## config.mk

```make
export PLATFORM = sky130hd
export DESIGN_NAME = station_min_cost_dp
export DESIGN_NICKNAME = d
export VERILOG_FILES = /design/src/smcd_pkg.sv /design/src/smcd_cost_table.sv /design/src/station_min_cost_dp.sv
export SDC_FILE = /design/constraint.sdc
export NUM_CORES = 2
export LEC_CHECK = 0
export ABC_AREA = 1
export BUFFER_PORTS_ARGS = -buffer_cell sky130_fd_sc_hd__buf_2
export CAP_MARGIN = 40
export CORE_AREA = 2 2 659 661
export DETAILED_ROUTE_END_ITERATION = 12
export DIE_AREA = 0 0 661 663
export HOLD_SLACK_MARGIN = 0.08
export PLACE_DENSITY = 0.52
export SYNTH_ARGS = -nofsm -noshare
export SYNTH_HDL_FRONTEND = slang
export SYNTH_MEMORY_MAX_BITS = 65536
export SYNTH_SLANG_ARGS = --single-unit
```

## constraint.sdc

```tcl
create_clock -name i_clk -period 17.5 [get_ports i_clk]
set_input_delay 4.375 -clock i_clk [delete_from_list [all_inputs] [get_ports i_clk]]
set_output_delay 4.375 -clock i_clk [all_outputs]
set_load 0.02 [all_outputs]
```

## src/smcd_pkg.sv

```systemverilog
// ----------------------------------------------------------------------------
// smcd_pkg
// Shared types, widths and helpers for the station minimum-cost block.
// ----------------------------------------------------------------------------
`default_nettype none

package smcd_pkg;

    // Station numbering: the station fields are 4 bits wide, so the table
    // holds up to 16 stations and a cost entry is addressed as {from, to}.
    localparam int STN_W        = 4;
    localparam int MAX_STATIONS = 16;
    localparam int ADDR_W       = 2 * STN_W;
    localparam int TABLE_DEPTH  = MAX_STATIONS * MAX_STATIONS;

    // Cost widths: one ticket cost and an accumulated trip cost.
    localparam int EDGE_W = 16;
    localparam int COST_W = 20;
    localparam logic [COST_W-1:0] COST_MAX = {COST_W{1'b1}};

    // Item kinds.
    localparam logic ACT_WRITE   = 1'b0;
    localparam logic ACT_COMPUTE = 1'b1;

    // Sequencer states.
    typedef enum logic [1:0] {
        S_IDLE,
        S_READ,
        S_ACC,
        S_DONE
    } t_state;

    // Add a ticket cost to a trip cost, saturating at the largest trip cost.
    function automatic logic [COST_W-1:0] sat_add(input logic [COST_W-1:0] a,
                                                  input logic [EDGE_W-1:0] b);
        logic [COST_W:0] sum;
        sum = {1'b0, a} + {{(COST_W-EDGE_W+1){1'b0}}, b};
        if (sum[COST_W]) begin
            return COST_MAX;
        end
        return sum[COST_W-1:0];
    endfunction

endpackage

`default_nettype wire

```

## src/smcd_cost_table.sv

```systemverilog
// ----------------------------------------------------------------------------
// smcd_cost_table
// Ticket cost table: filters write items to forward edges inside the station
// range and stores them; one registered read port for the sequencer.
// ----------------------------------------------------------------------------
`default_nettype none

module smcd_cost_table
    import smcd_pkg::*;
(
    input  wire logic              i_clk,
    input  wire logic              i_wr_en,
    input  wire logic [STN_W-1:0]  i_wr_from,
    input  wire logic [STN_W-1:0]  i_wr_to,
    input  wire logic [EDGE_W-1:0] i_wr_cost,
    input  wire logic [ADDR_W-1:0] i_rd_addr,
    output logic      [EDGE_W-1:0] o_rd_cost
);

    logic [EDGE_W-1:0] r_mem [TABLE_DEPTH];
    logic              wr_ok;

    // Only forward edges between stations that exist are stored.
    assign wr_ok = i_wr_en
                && (i_wr_from < i_wr_to)
                && ({1'b0, i_wr_to} < (STN_W+1)'(MAX_STATIONS));

    // Memory write port.
    always_ff @(posedge i_clk) begin
        if (wr_ok) begin
            r_mem[{i_wr_from, i_wr_to}] <= i_wr_cost;
        end
    end

    // Registered read port.
    always_ff @(posedge i_clk) begin
        o_rd_cost <= r_mem[i_rd_addr];
    end

endmodule

`default_nettype wire

```

## src/station_min_cost_dp.sv

```systemverilog
// ----------------------------------------------------------------------------
// station_min_cost_dp
// Cheapest trip from station 0 to a target station over a table of forward
// ticket costs, computed bottom up with one shared add/compare unit.
//
//   Channel  Signals                                         Handshake
//   -------  ----------------------------------------------  ---------------
//   input    i_action i_from_station i_to_station            start / busy
//            i_edge_cost i_target_station
//   result   o_min_cost                                      o_valid strobe
//
// A write item is taken while idle and busy stays low.
// A compute item to target t keeps busy high while every table entry (j, i)
// with j < i <= t is read and then accumulated on the single table port,
// and then the result state follows.
// o_valid is high for exactly one cycle; the receiver cannot stall it.
// Reset (i_rst_n low, synchronous) returns the sequencer to idle; the cost
// table and best-cost array are not cleared.
// ----------------------------------------------------------------------------
`default_nettype none

module station_min_cost_dp
    import smcd_pkg::*;
(
    input  wire logic              i_clk,
    input  wire logic              i_rst_n,
    input  wire logic              start,
    output logic                   busy,
    input  wire logic              i_action,
    input  wire logic [STN_W-1:0]  i_from_station,
    input  wire logic [STN_W-1:0]  i_to_station,
    input  wire logic [EDGE_W-1:0] i_edge_cost,
    input  wire logic [STN_W-1:0]  i_target_station,
    output logic                   o_valid,
    output logic      [COST_W-1:0] o_min_cost
);

    t_state r_state, n_state;

    logic [STN_W-1:0]  r_i;
    logic [STN_W-1:0]  r_j;
    logic [STN_W-1:0]  r_target;
    logic [COST_W-1:0] r_min;
    logic [COST_W-1:0] r_result;
    logic [COST_W-1:0] r_best [MAX_STATIONS];

    logic              accept;
    logic              wr_item;
    logic              last_j;
    logic              last_i;
    logic [EDGE_W-1:0] rd_cost;
    logic [COST_W-1:0] cand;
    logic [COST_W-1:0] new_min;
    logic [STN_W-1:0]  tgt_sat;

    assign accept  = start && !busy;
    assign wr_item = accept && (i_action == ACT_WRITE);
    assign last_j  = (r_j == r_i - STN_W'(1));
    assign last_i  = (r_i == r_target);

    // Targets past the last station saturate to it.
    assign tgt_sat = ({1'b0, i_target_station} >= (STN_W+1)'(MAX_STATIONS))
                   ? STN_W'(MAX_STATIONS - 1) : i_target_station;

    // Cost table with its registered read port addressed by {j, i}.
    smcd_cost_table u_cost_table (
        .i_clk     (i_clk),
        .i_wr_en   (wr_item),
        .i_wr_from (i_from_station),
        .i_wr_to   (i_to_station),
        .i_wr_cost (i_edge_cost),
        .i_rd_addr ({r_j, r_i}),
        .o_rd_cost (rd_cost)
    );

    // Shared add/compare unit: the direct ticket from station 0 starts the minimum,
    // and a trip through station j is compared against the running minimum.
    always_comb begin
        if (r_j == '0) begin
            cand    = {{(COST_W-EDGE_W){1'b0}}, rd_cost};
            new_min = cand;
        end else begin
            cand    = sat_add(r_best[r_j], rd_cost);
            new_min = (cand < r_min) ? cand : r_min;
        end
    end

    // Next-state logic.
    always_comb begin
        n_state = r_state;
        unique case (r_state)
            S_IDLE: begin
                if (accept && (i_action == ACT_COMPUTE)) begin
                    n_state = (tgt_sat == '0) ? S_DONE : S_READ;
                end
            end
            S_READ: begin
                n_state = S_ACC;
            end
            S_ACC: begin
                n_state = (last_j && last_i) ? S_DONE : S_READ;
            end
            S_DONE: begin
                n_state = S_IDLE;
            end
            default: begin
                n_state = S_IDLE;
            end
        endcase
    end

    // State register.
    always_ff @(posedge i_clk) begin
        if (!i_rst_n) begin
            r_state <= S_IDLE;
        end else begin
            r_state <= n_state;
        end
    end

    // Outputs decoded from the state.
    always_comb begin
        busy       = (r_state != S_IDLE);
        o_valid    = (r_state == S_DONE);
        o_min_cost = r_result;
    end

    // Loop counters, running minimum and best-cost array.
    always_ff @(posedge i_clk) begin
        priority case (1'b1)
            (r_state == S_IDLE) && accept && (i_action == ACT_COMPUTE): begin
                r_target <= tgt_sat;
                r_i      <= STN_W'(1);
                r_j      <= '0;
                r_result <= '0;
            end
            (r_state == S_ACC): begin
                r_min <= new_min;
                if (last_j) begin
                    r_best[r_i] <= new_min;
                    r_i         <= r_i + STN_W'(1);
                    r_j         <= '0;
                    if (last_i) begin
                        r_result <= new_min;
                    end
                end else begin
                    r_j <= r_j + STN_W'(1);
                end
            end
            default: begin
            end
        endcase
    end

    // Checks on the sequencer.
    a_valid_one_cycle: assert property (@(posedge i_clk) disable iff (!i_rst_n)
        o_valid |=> !o_valid)
        else $error("result strobe held longer than one cycle");

    a_acc_after_read: assert property (@(posedge i_clk) disable iff (!i_rst_n)
        (r_state == S_ACC) |-> ($past(r_state) == S_READ))
        else $error("accumulate without a preceding table read");

    a_compute_busy: assert property (@(posedge i_clk) disable iff (!i_rst_n)
        (start && !busy && (i_action == ACT_COMPUTE)) |=> busy)
        else $error("compute item did not make the block busy");

    a_write_no_busy: assert property (@(posedge i_clk) disable iff (!i_rst_n)
        (start && !busy && (i_action == ACT_WRITE)) |=> (!busy && !o_valid))
        else $error("write item started a computation");

    a_counter_order: assert property (@(posedge i_clk) disable iff (!i_rst_n)
        (r_state == S_READ) |-> ((r_j < r_i) && (r_i <= r_target)))
        else $error("table read outside the lower triangle");

endmodule

`default_nettype wire
```

==> metrics.cfg <==
[status]
outcome = finished clean

[cts]
clk_pin_slew_ns = 0.06
clock-sinks = 4490
cts_buffers = 459
cts_root_buf = clkbuf_16
cts_tree = built
htree_levels = 5
cts_resized = 0
post_cts_buffers = 0
cts_hold_repair.buffers = 0
clk_latency_ns = 1.04
clock_path_buffers = 4

[sta]
finalHoldViolations = 0
period_minus_slack_ns = 7.095
setup_viol = 0
fin_crit_sh = 0.4055
fmax_mhz = 140.9
fin_skew_ns = 0.09306
rsz0062_at_grt = no
report.final.slew_viol_count = 0
tightestPinTransition_ns = 1.095
slew-limit-headroom = 0.2702
setup_tns_ns = 0

[die]
pin_count = 54
die_width_um = 661
std_cell_rows = 242
die_area_sq_mm = 0.4382
fp.dieH_um = 663
core_sq_mm = 0.4321
start_util = 0.4072

[power_and_ir_drop]
p_leak_nw = 62.76
ir_drop_mv = 0.1047
p_total_mw = 25.81
p_per_area_mw_per_mm2 = 129.1

[worst_hold_path]
worstHoldPathCells = 1
min_to = r_state[0]
min_path_type = reg -> reg
hold_start = r_state[0]

[grt]
grtUsageTotal = 0.2519
grt_pass1_vias = 108900
gr-usage-met3 = 0.03950
grtUsageMet2 = 0.3874
antenna_found_initial = 34
grt_pass1_wl_mm = 803.8
grt_remaining_overflow = 0
grt_max_degree = 207
busiest_layer = met2
use_met1 = 0.3596

[worst_setup_path]
worstRegToRegCells = 14
r2r-end = u_cost_table.o_rd_cost[3]
r2r_setup_slack_ns = 10.48
r2r_start = r_i[0]
worst_setup_path_start_kind = primary input
cp.required_ns = 18.25
crit_fanout = 14
crit_type = in -> reg
end_kind = flop
cp.arrival_ns = 7.84

[yosys]
synthTopCellsByCount = 4440 x edfxtp_1, 2540 x nor2_1, 2215 x o21ai_0
synth_top_cell_area_share = 0.7577
ys_async_sr_fraction = 0
synth-main-ff-cell = edfxtp_1
synth_edf_count = 4440
ys_ff_latch = 4490
netlist_area_sq_mm = 0.1760
synth_area_leader_cell = edfxtp_1
syn_area_per_cell_sq_um = 13.17
syn_inst = 13360
synth-seq-area-share = 0.7634
yosys-top-cells-area = edfxtp_1 76%, o21ai_0 6.3%, nor2_1 5.4%, o22ai_1 3.7%, nand2_1 2.2%
syn-num-nets = 13440
synth.most_common_cell = edfxtp_1
ys_warn_count = 0
synth.distinct_cells = 45

[detailed_routing]
ant_nets = 0
drc = 0
viasPerCell = 5.868
wire_per_inst_um = 29.17
drtIter0Drc = 15080
num_vias = 114800
dr.pass1.iters = 6
wirelength_mm = 570.3

[finish]
nFillCells = 38030
area_growth_pct = 13.58
nNetsFinal = 13470
drive_gt1_frac = 0.09750

[placed_design]
place.gp.congestion = 0.9226
dp_hpwl_mm = 337.8
portBuffers = 53

[run]
maxCapViolations = 0

==> final cells by class <==
| type | count | area, sq um | share of cell area |
|---|---|---|---|
| tap | 5734 | 7174 | 0.03590 |
| sequential | 4490 | 134300 | 0.6722 |
| timing repair buffer | 527 | 4957 | 0.02480 |
| antenna | 37 | 92.59 | 0.0004633 |
| multi-input combinational | 7755 | 37660 | 0.1884 |
| inverter | 159 | 626.9 | 0.003136 |
| clock inverter | 294 | 2867 | 0.01434 |
| clock buffer | 559 | 12130 | 0.06070 |
==> flip-flops by register name, indices dropped and copies added (netlist names), named ones only <==
signal and cells:
r_min 20, o_min_cost 20, r_state 2, r_best 320
r_target 4, r_j 4, u_cost_table.o_rd_cost 16, u_cost_table.r_mem 4096
r_i 4
==> worst max-delay path, cell delays in order <==
cell	delay, ns
buf_2	0.19
inv_1	0.13
ha_1	0.31
a21boi_0	0.22
o211ai_1	0.12
nand3_1	0.12
clkinv_1	0.42
buf_16	0.33
nand2_2	0.14
buf_4	0.64
nor2_1	0.32
buf_4	0.26
buf_4	0.17
==> worst max path at each step <==
stage	startpoint	endpoint	depth (start not counted)
global route	flop	r_best[7][7]	28
finish	i_to_station[1]	u_cost_table.r_mem[117][14]	13
global placement	start	u_cost_table.r_mem[161][11]	8
floorplan	i_to_station[1]	u_cost_table.r_mem[102][0]	10
CTS	flop	r_min[4]	27
detailed placement	i_to_station[1]	u_cost_table.r_mem[161][3]	12
==> through the flow <==
stage	utilization	area [sq um]	hold slack, ns	std cells	setup WS, ns
floorplan	-	176000	0.4351	13360	10.61
global placement	0.4234	183000	0.4805	18520	8.737
detailed placement	0.4274	184700	0.4953	18660	9.521
CTS	0.4621	199700	0.5087	19510	10.48
global route	0.4625	199800	0.5559	19550	9.828
finish	0.4625	199900	0.5071	19560	10.40
==> routing by layer <==
metal	share of wire	wire, um
met5	0.000026	15
met1	0.42	238600
met2	0.45	259300
met4	0.042	23940
met3	0.085	48440
==> cell families (layout without fill, tap and decap cells) <==
group	after synthesis	count (layout)	synth area share
buffers and inverters	1113	1539	0.02451
adders and majority gates	46	46	0.003313
DFF	4490	4490	0.7634
AOI/OAI and AO/OA	3752	3752	0.1199
other	0	37	0
xor gates and xnor gates	24	24	0.001195
and+or+nand+nor	3933	3933	0.08772
==> power by group <==
part	switching (mW)	total [mW]	leakage, nW	internal [mW]
Combinational	2.99	3.96	15.2	0.964
Sequential	0.0574	12.1	40.3	12.0
Clock	4.22	9.80	7.25	5.58
Total	7.27	25.8	62.8	18.5
==> placed cells by master, fill, tap and decap left out, types with 43 or more instances in the layout <==
cell type  synthesis  layout
clkbuf_16          0     466
nand4_1          158     158
nand3_1          190     190
a22o_1            48      48
inv_1            152     146
o221ai_1          57      57
ha_1              45      45
buf_6              4      47
buf_8              0      59
nor2_2             1     101
clkinv_1           4     104
o22ai_1         1038    1038
a221oi_1          67      67
dfxtp_1           50      43
edfxtp_1        4440    4440
o21ai_0         2215    2215
a21oi_1          186     186
clkbuf_1         836      81
buf_4              1     349
bufinv_16          0      44
clkinv_2           0      87
nand2_1         1031    1013
nor2_1          2540    2435
o211ai_1          51      51
Note: power is estimated with default switching activity, not from simulation.
